--- src/design/assert_macros.svh ---
// Assertion macros used by the sequencer top-level module.
`ifndef ASSERT_MACROS_SVH
`define ASSERT_MACROS_SVH

// Same-cycle implication, checked on every rising edge outside reset.
`define FMS_ASSERT_NOW(label, ante, cons) \
  label: assert property (@(posedge clk) disable iff (rst) (ante) |-> (cons)) \
    else $error("sequencer check failed");

// Next-cycle implication, checked on every rising edge outside reset.
`define FMS_ASSERT_NEXT(label, ante, cons) \
  label: assert property (@(posedge clk) disable iff (rst) (ante) |=> (cons)) \
    else $error("sequencer check failed");

`endif

--- src/design/fms_pkg.sv ---
package fms_pkg;

  localparam logic [3:0] ST_OFF     = 4'd0;
  localparam logic [3:0] ST_WAIT    = 4'd1;
  localparam logic [3:0] ST_GUIDED  = 4'd2;
  localparam logic [3:0] ST_ARMING  = 4'd3;
  localparam logic [3:0] ST_TAKEOFF = 4'd4;
  localparam logic [3:0] ST_CLIMB   = 4'd5;
  localparam logic [3:0] ST_HOVER   = 4'd6;
  localparam logic [3:0] ST_RUN     = 4'd7;
  localparam logic [3:0] ST_HOME    = 4'd8;
  localparam logic [3:0] ST_FREE    = 4'd9;
  localparam logic [3:0] ST_LAND    = 4'd10;

  localparam logic [2:0] REQ_OFF   = 3'd0;
  localparam logic [2:0] REQ_HOVER = 3'd1;
  localparam logic [2:0] REQ_RUN   = 3'd2;
  localparam logic [2:0] REQ_HOME  = 3'd3;
  localparam logic [2:0] REQ_FREE  = 3'd4;

  localparam logic OP_TICK    = 1'b0;
  localparam logic OP_COMMAND = 1'b1;

  localparam logic [1:0] SP_NONE   = 2'd0;
  localparam logic [1:0] SP_HOVER  = 2'd1;
  localparam logic [1:0] SP_HOME   = 2'd2;
  localparam logic [1:0] SP_POLICY = 2'd3;

  localparam logic CFG_TARGET    = 1'b0;
  localparam logic CFG_TOLERANCE = 1'b1;

  // Timeouts in 20 ms ticks; a timeout fires when the count exceeds them.
  localparam logic [7:0] T_DISARM_RETRY = 8'd75;
  localparam logic [7:0] T_RETRY        = 8'd100;
  localparam logic [7:0] T_CLIMB_RETRY  = 8'd125;
  localparam logic [7:0] T_LAND_RETRY   = 8'd150;

  localparam logic signed [15:0] ALT_GROUND_BAND = 16'sd250;
  localparam logic signed [15:0] ALT_TOUCHDOWN   = 16'sd200;
  localparam logic signed [16:0] AGL_LOW         = 17'sd200;
  localparam logic signed [16:0] AGL_STALLED     = 17'sd150;

  localparam logic [14:0] TARGET_RESET    = 15'd1000;
  localparam logic [9:0]  TOLERANCE_RESET = 10'd50;

  typedef struct packed {
    logic        operation;
    logic [2:0]  requested_state;
    logic        armed;
    logic        connected;
    logic        mode_guided;
    logic        mode_land;
    logic signed [15:0] altitude_mm;
    logic        home_known;
    logic        gates_cleared;
  } fms_in_t;

  typedef struct packed {
    logic [3:0]  mode;
    logic signed [15:0] ground_level_mm;
    logic        ground_level_valid;
    logic [7:0]  ticks_since_request;
    logic [7:0]  ticks_since_run_start;
  } fms_state_t;

  typedef struct packed {
    logic [3:0]  mode_state;
    logic        accepted;
    logic        req_force_disarm;
    logic        req_force_arm;
    logic        req_arm;
    logic        req_set_guided;
    logic        req_land;
    logic        req_takeoff;
    logic        policy_restart;
    logic [1:0]  setpoint_kind;
    logic signed [15:0] setpoint_z_mm;
  } fms_res_t;

endpackage

--- src/design/flight_mode_sequencer.sv ---
// A request accepted into the input register is loaded into the result register
// when it moves on, and its result is then offered on the master side.
// Throughput: one request per cycle, sustained, while the result side keeps
// up.
// Reset (rst, synchronous, active high) returns to OFF, clears both tick counters
// and the ground capture, sets the height registers to 1000 mm and 50 mm and
// empties both registers; no clearing pass is needed.
module flight_mode_sequencer import fms_pkg::*; (
  input  logic        clk,
  input  logic        rst,
  // Slave side.
  input  logic        s_tvalid,
  output logic        s_tready,
  // s_tdata, from bit 0: requested_state[2:0], armed, connected, mode_guided,
  // mode_land, altitude_mm[15:0], home_known, gates_cleared, zero fill.
  input  logic [31:0] s_tdata,
  // s_tuser: operation (0 tick, 1 operator command).
  input  logic        s_tuser,
  // Master side.
  output logic        m_tvalid,
  input  logic        m_tready,
  // m_tdata, from bit 0: mode_state[3:0], accepted, req_force_disarm,
  // req_force_arm, req_arm, req_set_guided, req_land, req_takeoff,
  // policy_restart, setpoint_z_mm[15:0], zero fill.
  output logic [31:0] m_tdata,
  // m_tuser: setpoint_kind[1:0].
  output logic [1:0]  m_tuser,
  // Configuration writes: index 0 target altitude, index 1 tolerance.
  input  logic        cfg_we,
  input  logic        cfg_addr,
  input  logic [14:0] cfg_data
);

`include "assert_macros.svh"

  // Configuration registers.
  logic [14:0] target_altitude_mm;
  logic [9:0]  altitude_tolerance_mm;

  always_ff @(posedge clk) begin
    if (rst) begin
      target_altitude_mm <= TARGET_RESET;
      altitude_tolerance_mm <= TOLERANCE_RESET;
    end else if (cfg_we) begin
      if (cfg_addr == CFG_TARGET) begin
        target_altitude_mm <= cfg_data;
      end else begin
        altitude_tolerance_mm <= cfg_data[9:0];
      end
    end
  end

  // Input register. A request moves on to the result register whenever that
  // register is empty or being drained, and the sequencer state is updated
  // on that same edge, so requests are applied strictly in arrival order.
  fms_in_t    in_item;
  logic       in_valid;
  fms_state_t state;
  fms_state_t state_next;
  fms_res_t   res_next;
  fms_res_t   res;
  logic       out_valid;
  logic       advance;

  assign advance  = in_valid && (!out_valid || m_tready);
  assign s_tready = !in_valid || advance;

  always_ff @(posedge clk) begin
    if (rst) begin
      in_valid <= 1'b0;
    end else if (s_tready) begin
      in_valid <= s_tvalid;
    end
  end

  always_ff @(posedge clk) begin
    if (s_tready && s_tvalid) begin
      in_item.operation       <= s_tuser;
      in_item.requested_state <= s_tdata[2:0];
      in_item.armed           <= s_tdata[3];
      in_item.connected       <= s_tdata[4];
      in_item.mode_guided     <= s_tdata[5];
      in_item.mode_land       <= s_tdata[6];
      in_item.altitude_mm     <= s_tdata[22:7];
      in_item.home_known      <= s_tdata[23];
      in_item.gates_cleared   <= s_tdata[24];
    end
  end

  // One step of the sequence: all of it is short logic between the two
  // registers.
  fms_core u_core (
    .item                  (in_item),
    .cur                   (state),
    .target_altitude_mm    (target_altitude_mm),
    .altitude_tolerance_mm (altitude_tolerance_mm),
    .nxt                   (state_next),
    .res                   (res_next)
  );

  always_ff @(posedge clk) begin
    if (rst) begin
      state <= '0;
    end else if (advance) begin
      state <= state_next;
    end
  end

  // Result register.
  always_ff @(posedge clk) begin
    if (rst) begin
      out_valid <= 1'b0;
    end else if (advance) begin
      out_valid <= 1'b1;
    end else if (m_tready) begin
      out_valid <= 1'b0;
    end
  end

  always_ff @(posedge clk) begin
    if (advance) begin
      res <= res_next;
    end
  end

  assign m_tvalid = out_valid;
  assign m_tuser  = res.setpoint_kind;
  assign m_tdata  = {4'd0, res.setpoint_z_mm, res.policy_restart, res.req_takeoff,
                     res.req_land, res.req_set_guided, res.req_arm, res.req_force_arm,
                     res.req_force_disarm, res.accepted, res.mode_state};

  // The state never leaves the defined set of eleven codes.
  `FMS_ASSERT_NOW(a_mode_range, 1'b1, state.mode <= ST_LAND)
  // Once a ground altitude is captured it is kept until reset.
  `FMS_ASSERT_NOW(a_ground_sticky, 1'b1, !$fell(state.ground_level_valid))
  // A request that moves on always leaves a result behind.
  `FMS_ASSERT_NEXT(a_advance_fills, advance, out_valid)
  // A forced arm is only issued while climbing; the same tick may already
  // reach hover height.
  `FMS_ASSERT_NOW(a_force_arm_climb, out_valid && res.req_force_arm,
                  res.mode_state == ST_CLIMB || res.mode_state == ST_HOVER)
  // The result mirrors the state it left behind.
  `FMS_ASSERT_NEXT(a_result_state, advance, res.mode_state == state.mode)

endmodule

--- src/design/fms_core.sv ---
module fms_core import fms_pkg::*; (
  input  fms_in_t    item,
  input  fms_state_t cur,
  input  logic [14:0] target_altitude_mm,
  input  logic [9:0]  altitude_tolerance_mm,
  output fms_state_t nxt,
  output fms_res_t   res
);

  logic               airborne;
  logic               near_ground;
  logic signed [15:0] gz;
  logic signed [16:0] agl;
  logic signed [16:0] hover_sum;
  logic signed [15:0] tlz;
  logic signed [15:0] reach_lim;
  logic [7:0]         treq;
  logic [7:0]         trun;

  assign airborne = cur.mode inside {ST_HOVER, ST_RUN, ST_HOME, ST_FREE, ST_CLIMB, ST_TAKEOFF};
  assign near_ground = !item.armed || (item.altitude_mm < ALT_GROUND_BAND);
  assign treq = (cur.ticks_since_request == 8'hFF) ? 8'hFF : cur.ticks_since_request + 8'd1;
  assign trun = (cur.ticks_since_run_start == 8'hFF) ? 8'hFF : cur.ticks_since_run_start + 8'd1;

  // Ground is captured on this same tick while disarmed in the early states.
  always_comb begin
    if (!item.armed && cur.mode <= ST_ARMING) begin
      gz = item.altitude_mm;
    end else if (cur.ground_level_valid) begin
      gz = cur.ground_level_mm;
    end else begin
      gz = 16'sd0;
    end
  end

  assign agl       = {item.altitude_mm[15], item.altitude_mm} - {gz[15], gz};
  assign hover_sum = {gz[15], gz} + $signed({2'b00, target_altitude_mm});
  assign tlz       = (hover_sum > 17'sd32767) ? 16'sh7FFF : hover_sum[15:0];
  assign reach_lim = $signed({1'b0, target_altitude_mm}) - $signed({6'd0, altitude_tolerance_mm});

  always_comb begin
    nxt = cur;
    res = '0;
    res.accepted = 1'b1;
    if (item.operation == OP_COMMAND) begin
      case (item.requested_state)
        REQ_OFF: begin
          if (!near_ground && airborne) begin
            nxt.mode = ST_LAND;
            res.req_land = 1'b1;
          end else begin
            nxt.mode = ST_OFF;
            res.req_force_disarm = item.armed;
          end
        end
        REQ_HOVER: begin
          if (cur.mode == ST_OFF || cur.mode == ST_LAND) begin
            nxt.mode = ST_WAIT;
          end else begin
            res.req_set_guided = !item.mode_guided;
            nxt.mode = ST_HOVER;
          end
        end
        REQ_RUN: begin
          if (cur.mode == ST_OFF || cur.mode == ST_LAND) begin
            res.accepted = 1'b0;
          end else begin
            if (cur.mode inside {ST_HOVER, ST_HOME, ST_FREE}) begin
              res.req_set_guided = !item.mode_guided;
            end
            res.policy_restart = 1'b1;
            nxt.ticks_since_run_start = 8'd0;
            nxt.mode = ST_RUN;
          end
        end
        REQ_HOME: begin
          if (!item.home_known || cur.mode == ST_OFF || cur.mode == ST_LAND) begin
            res.accepted = 1'b0;
          end else begin
            res.req_set_guided = !item.mode_guided;
            nxt.mode = ST_HOME;
          end
        end
        REQ_FREE: begin
          nxt.mode = ST_FREE;
        end
        default: begin
          res.accepted = 1'b0;
        end
      endcase
    end else begin
      nxt.ticks_since_request = treq;
      nxt.ticks_since_run_start = trun;
      if (!item.armed && cur.mode <= ST_ARMING) begin
        nxt.ground_level_mm = item.altitude_mm;
        nxt.ground_level_valid = 1'b1;
      end
      case (cur.mode)
        ST_OFF: begin
          if (item.armed && treq > T_DISARM_RETRY) begin
            res.req_force_disarm = 1'b1;
            nxt.ticks_since_request = 8'd0;
          end
        end
        ST_WAIT: begin
          if (item.connected) begin
            nxt.mode = ST_GUIDED;
            nxt.ticks_since_request = 8'd0;
          end
        end
        ST_GUIDED: begin
          if (item.mode_guided) begin
            nxt.mode = ST_ARMING;
          end else if (treq > T_RETRY) begin
            res.req_set_guided = 1'b1;
            nxt.ticks_since_request = 8'd0;
          end
        end
        ST_ARMING: begin
          if (item.armed) begin
            nxt.mode = ST_TAKEOFF;
          end else if (treq > T_RETRY) begin
            res.req_arm = 1'b1;
            nxt.ticks_since_request = 8'd0;
          end
        end
        ST_TAKEOFF: begin
          if (treq > T_RETRY) begin
            res.req_takeoff = 1'b1;
            nxt.mode = ST_CLIMB;
            nxt.ticks_since_request = 8'd0;
          end
        end
        ST_CLIMB: begin
          if (agl < AGL_STALLED && treq > T_CLIMB_RETRY) begin
            res.req_force_arm = !item.armed;
            res.req_set_guided = !item.mode_guided;
            res.req_takeoff = 1'b1;
            nxt.ticks_since_request = 8'd0;
          end else if (agl >= AGL_LOW) begin
            res.setpoint_kind = SP_HOVER;
            res.setpoint_z_mm = tlz;
          end
          if (agl >= $signed({reach_lim[15], reach_lim})) begin
            nxt.mode = ST_HOVER;
          end
        end
        ST_HOVER: begin
          if (agl < AGL_LOW) begin
            nxt.mode = ST_OFF;
            res.req_force_disarm = 1'b1;
          end else begin
            res.setpoint_kind = SP_HOVER;
            res.setpoint_z_mm = tlz;
          end
        end
        ST_RUN: begin
          if (agl < AGL_LOW && trun > T_RETRY) begin
            nxt.mode = ST_OFF;
            res.req_force_disarm = 1'b1;
          end else if (item.gates_cleared) begin
            nxt.mode = ST_HOVER;
            res.setpoint_kind = SP_HOVER;
            res.setpoint_z_mm = item.altitude_mm;
          end else begin
            res.setpoint_kind = SP_POLICY;
          end
        end
        ST_HOME: begin
          if (agl < AGL_LOW) begin
            nxt.mode = ST_OFF;
            res.req_force_disarm = 1'b1;
          end else begin
            if (!item.mode_guided && treq > T_RETRY) begin
              res.req_set_guided = 1'b1;
              nxt.ticks_since_request = 8'd0;
            end
            res.setpoint_kind = SP_HOME;
          end
        end
        ST_LAND: begin
          if (treq > T_LAND_RETRY && !item.mode_land) begin
            res.req_land = 1'b1;
            nxt.ticks_since_request = 8'd0;
          end
          if (!item.armed || item.altitude_mm <= ALT_TOUCHDOWN) begin
            res.req_force_disarm = item.armed;
            nxt.mode = ST_OFF;
          end
        end
        default: begin
        end
      endcase
    end
    res.mode_state = nxt.mode;
  end

endmodule
--- config.mk ---
export PLATFORM = sky130hd
export DESIGN_NAME = flight_mode_sequencer
export DESIGN_NICKNAME = d
export VERILOG_FILES = /design/src/design/fms_pkg.sv /design/src/design/flight_mode_sequencer.sv /design/src/design/fms_core.sv
export VERILOG_INCLUDE_DIRS = /design/src /design/src/design
export SDC_FILE = /design/constraint.sdc
export NUM_CORES = 1
export LEC_CHECK = 0
export BUFFER_PORTS_ARGS = -buffer_cell sky130_fd_sc_hd__buf_4
export CAP_MARGIN = 5
export CORE_MARGIN = 3
export CORE_UTILIZATION = 40
export CTS_CLUSTER_SIZE = 16
export DETAILED_ROUTE_END_ITERATION = 16
export PLACE_DENSITY = 0.65
export SETUP_SLACK_MARGIN = 0.5
export SLEW_MARGIN = 20
export SYNTH_ARGS = -nofsm -noshare
export SYNTH_HDL_FRONTEND = slang
export SYNTH_SLANG_ARGS = --single-unit
export TNS_END_PERCENT = 20
--- constraint.sdc ---
create_clock -name clk -period 9.7 [get_ports clk]
set_input_delay 2.425 -clock clk [delete_from_list [all_inputs] [get_ports clk]]
set_output_delay 2.425 -clock clk [all_outputs]
set_load 0.02 [all_outputs]
==> flow_summary.json <==
{
  "outcome": "finished, final reports clean",
  "cts_buffers": 17,
  "fin_worst_skew_ns": 0.0113,
  "grt_start_max_net_pins": 60,
  "h-tree-depth": 4,
  "clk_pin_slew_ns": 0.06,
  "ys_warn_count": 0,
  "synth-async-reset-ratio_pct": 0,
  "tritoncts": "done",
  "synth_top_flop_cell": "dfxtp_1",
  "io_pins": 90,
  "clock_latency_ns": 0.43,
  "num-fill-cells": 2086,
  "synth-edff-count": 56,
  "cts_root_buf": "clkbuf_16",
  "placed_cell_area_sq_mm": 0.00940,
  "setup_viol": 0,
  "holdBufCountCts": 0,
  "nNetsFinal": 1247,
  "wire_per_inst_um": 16.1,
  "syn_area_per_cell_sq_um": 8.02,
  "critPathArrivalTime_ns": 6.66,
  "synth_compound_area_share_pct": 23.0,
  "yosysSeqAreaShare_pct": 34.5,
  "antenna_found_initial": 0,
  "crit_type": "flip-flop to flip-flop",
  "final_util_pct": 47.1,
  "track_usage_pct": 19.4,
  "clkSinkCount": 120,
  "hold_viol_final": 0,
  "grt_pass1_vias": 7145,
  "reg2reg_to": "state[33]",
  "n_antenna_cell": 0,
  "power_per_cell_area_mw_per_mm2": 154,
  "synth_cell_types": 75,
  "drc_errors": 0,
  "preCtsSetupSlack_ns": 3.42,
  "synthXorXnorAreaFrac_pct": 4.07,
  "cp_slowest_cell": "nor2_1",
  "portBuffers": 78,
  "worstSetupEndpoint": "state[33]",
  "critical_path.max_stage_delay_ns": 0.61,
  "netlist_area_sq_mm": 0.00860,
  "yosysTopAreaCell": "edfxtp_1",
  "r2r_start": "state[35]",
  "rows": 53,
  "crit_chain": "or2_2 > nor2_1 > buf_4 > nand2_1 > o21ai_0 > inv_1 > fa_1 > a211oi_2 > o21ai_2 > o2111a_1 > o211ai_1 > nand4_1 > o21ai_0 > ha_1 > and4_1 > and2_1 > o21ai_1 > o31ai_1 > a31o_2 > a2111oi_0 > buf_4 > o21ai_1 > a311oi_1",
  "firstDrtPassIters": 5,
  "startpoint_type": "flip-flop",
  "ctsResizeCount": 0,
  "grt_setup_unrepaired": "no",
  "start_util_pct": 40.8,
  "ys_seq_elements": 120,
  "synthSimpleGateAreaFrac_pct": 22.9,
  "tns_ns": 0,
  "fin_ws_ns": 3.36,
  "reg2reg_depth": 23,
  "synthAdderAreaFrac_pct": 9.40,
  "crit_cells": 23,
  "reg2reg_slack_ns": 3.36,
  "period_minus_slack_ns": 6.34,
  "gp_routability_congestion": 0.940,
  "ys_top_cells_by_area": "edfxtp_1, dfxtp_1, ha_1, nand2_1, a21oi_1",
  "synth.top_cell.area_share_pct": 19.6,
  "grt_first_pass_wirelength_um": 37200,
  "worstSetupEndpointType": "flip-flop",
  "cts_buffer_depth": 2,
  "pwr-share-seq_pct": 38.1,
  "vias": 7845,
  "hp-class": "flip-flop to flip-flop",
  "p_sw_share_pct": 31.1,
  "period_share_pct": 65.3,
  "tightest_slew_ns": 1.04,
  "fmax_ghz": 0.158,
  "switchingPower_uw": 475,
  "postLayoutCellArea_sq_mm": 0.00993,
  "die_area_sq_mm": 0.0233,
  "core_sq_mm": 0.0211,
  "die_w_um": 153,
  "ir_drop_mv": 0.109,
  "worst_slew_margin_rel_pct": 30.8,
  "post-cts-setup-buffers": 0,
  "worstSetupStartpoint": "state[35]",
  "slew_violations": 0,
  "power_leakage_uw": 0.00387,
  "path_max_fanout": 17,
  "critPathRequiredTime_ns": 10.03,
  "synth_top_family_by_area": "compound AO/OA/AOI/OAI gates",
  "path_buf_inv": 3,
  "drive_above_1_share_pct": 12.7,
  "intPower_uw": 1050,
  "routed_wl_um": 22800,
  "ant_nets": 0,
  "cap_violations": 0,
  "muxShareOfSynthArea_pct": 1.22,
  "globalRoute.totalOverflow": 0,
  "comb_power_share_pct": 24.2,
  "routed_via_density": 5.53,
  "syn2layout_area_growth_pct": 15.5,
  "p_clk_share_pct": 37.7,
  "hpwl_um": 16900,
  "crit_family": "compound AO/OA/AOI/OAI gates",
  "die_h_um": 153,
  "syn_inst": 1072,
  "first_iter_violations": 732
}
-- cells by family (layout without fill, tap and decap cells) --
kind of cell	after synthesis	count (layout)
xor gates and xnor gates	40	40
adders and majority gates	63	63
buffers and inverters	106	175
and+or+nand+nor	424	424
other	1	4
DFF	120	120
muxes	10	10
AOI/OAI and AO/OA	308	308
-- worst min-delay path: cells and delay by family, from the launching register on --
family	cells	cell delay [ns]
compound gates	1	0.05
simple gates	1	0.05
flops	1	0.31
-- synth_stat cells, types with 3 or more instances --
library cell    n
and2_1          7
mux2_2          4
a211oi_1        7
o21ai_1         4
inv_1          57
buf_4           5
a21oi_1       108
a22o_2          3
clkbuf_1       39
mux2i_1         6
a22o_1          5
o2bb2ai_1      16
o31ai_1        12
or3_1           6
ha_1           59
o211ai_1       10
edfxtp_1       56
nor2_1         93
buf_2           5
nand2b_1       16
o221ai_1        3
a31oi_1        10
fa_1            3
a311oi_1        4
or2_2           7
xnor2_1        27
o22ai_1         5
nand2_1       186
a22oi_1         3
and3_1         12
o21bai_1        4
o21a_1          8
nand4_1         9
nand3_1        23
nand3b_1       12
a21o_1         13
xor2_1         13
nor2b_1        10
dfxtp_1        64
a221o_1         3
nor3_1         17
o21ai_0        64
a31o_2          4
nor4_1         11
-- power by group through the flow --
stage	Sequential [uW]	Clock (uW)	Combinational [uW]
after CTS	582	586	368
after global placement	592	0	360
after floorplan	584	0	274
after detailed placement	592	0	364
after global routing	585	611	415
final	582	576	369
-- state kept, by name, summed over array words and instances, names as in the netlist --
signal,count
altitude_tolerance_mm,10
target_altitude_mm,15
in_item,26
m_tvalid,1
in_valid,1
state,37
m_tdata,28
m_tuser,2
-- layout by cell type, fill, tap and decap left out, drive strengths merged, types with 4 or more instances in the layout --
cell type,instances
a211oi,8
a21o,13
a21oi,108
a221oi,4
a22o,8
a311oi,4
a31o,4
a31oi,11
and2,9
and3,12
buf,86
clkbuf,24
clkinv,4
conb,4
dfxtp,64
edfxtp,56
ha,59
inv,58
mux2,4
mux2i,6
nand2,186
nand2b,16
nand3,23
nand3b,12
nand4,9
nor2,93
nor2b,10
nor3,18
nor4,11
o211ai,10
o21a,8
o21ai,69
o21bai,4
o22ai,5
o2bb2ai,16
o31ai,12
or2,7
or3,8
xnor2,27
xor2,13
-- per-layer routing --
metal | up-vias | global-route usage, % | wire, um
li1 | 3960 | - | -
met1 | 3655 | 28.4 | 11400
met2 | 208 | 29.1 | 9950
met3 | 22 | 3.44 | 1110
met4 | 0 | 5.90 | 378
met5 | - | 0 | 0
-- worst min-delay path by stage --
stage | startpoint | end | depth (start not counted)
floorplan | state[32] | state[32] | 2
global placement | state[32] | state[32] | 2
detailed placement | state[19] | state[19] | 2
CTS | state[19] | state[19] | 2
global route | altitude_tolerance_mm[6] | altitude_tolerance_mm[6] | 2
finish | state[25] | state[25] | 2
-- layout make-up --
cell class	count	area (sq um)	share of cell area, %
clock inverters	8	48.8	0.491
inverters	57	214	2.15
clock buffers	24	483	4.86
multi-input cells	849	5230	52.7
well taps	275	344	3.46
repair buffers	86	646	6.50
flip-flops and latches	120	2960	29.8
-- per-stage QoR --
| stage | instances | total power, uW | hold slack, ns |
|---|---|---|---|
| final | 1419 | 1530 | 0.454 |
| after detailed placement | 1387 | 956 | 0.447 |
| after global placement | 1387 | 952 | 0.442 |
| after CTS | 1419 | 1540 | 0.455 |
| after floorplan | 1075 | 858 | 0.432 |
| after global routing | 1419 | 1610 | 0.476 |
Power figures use the tool's default switching activity.
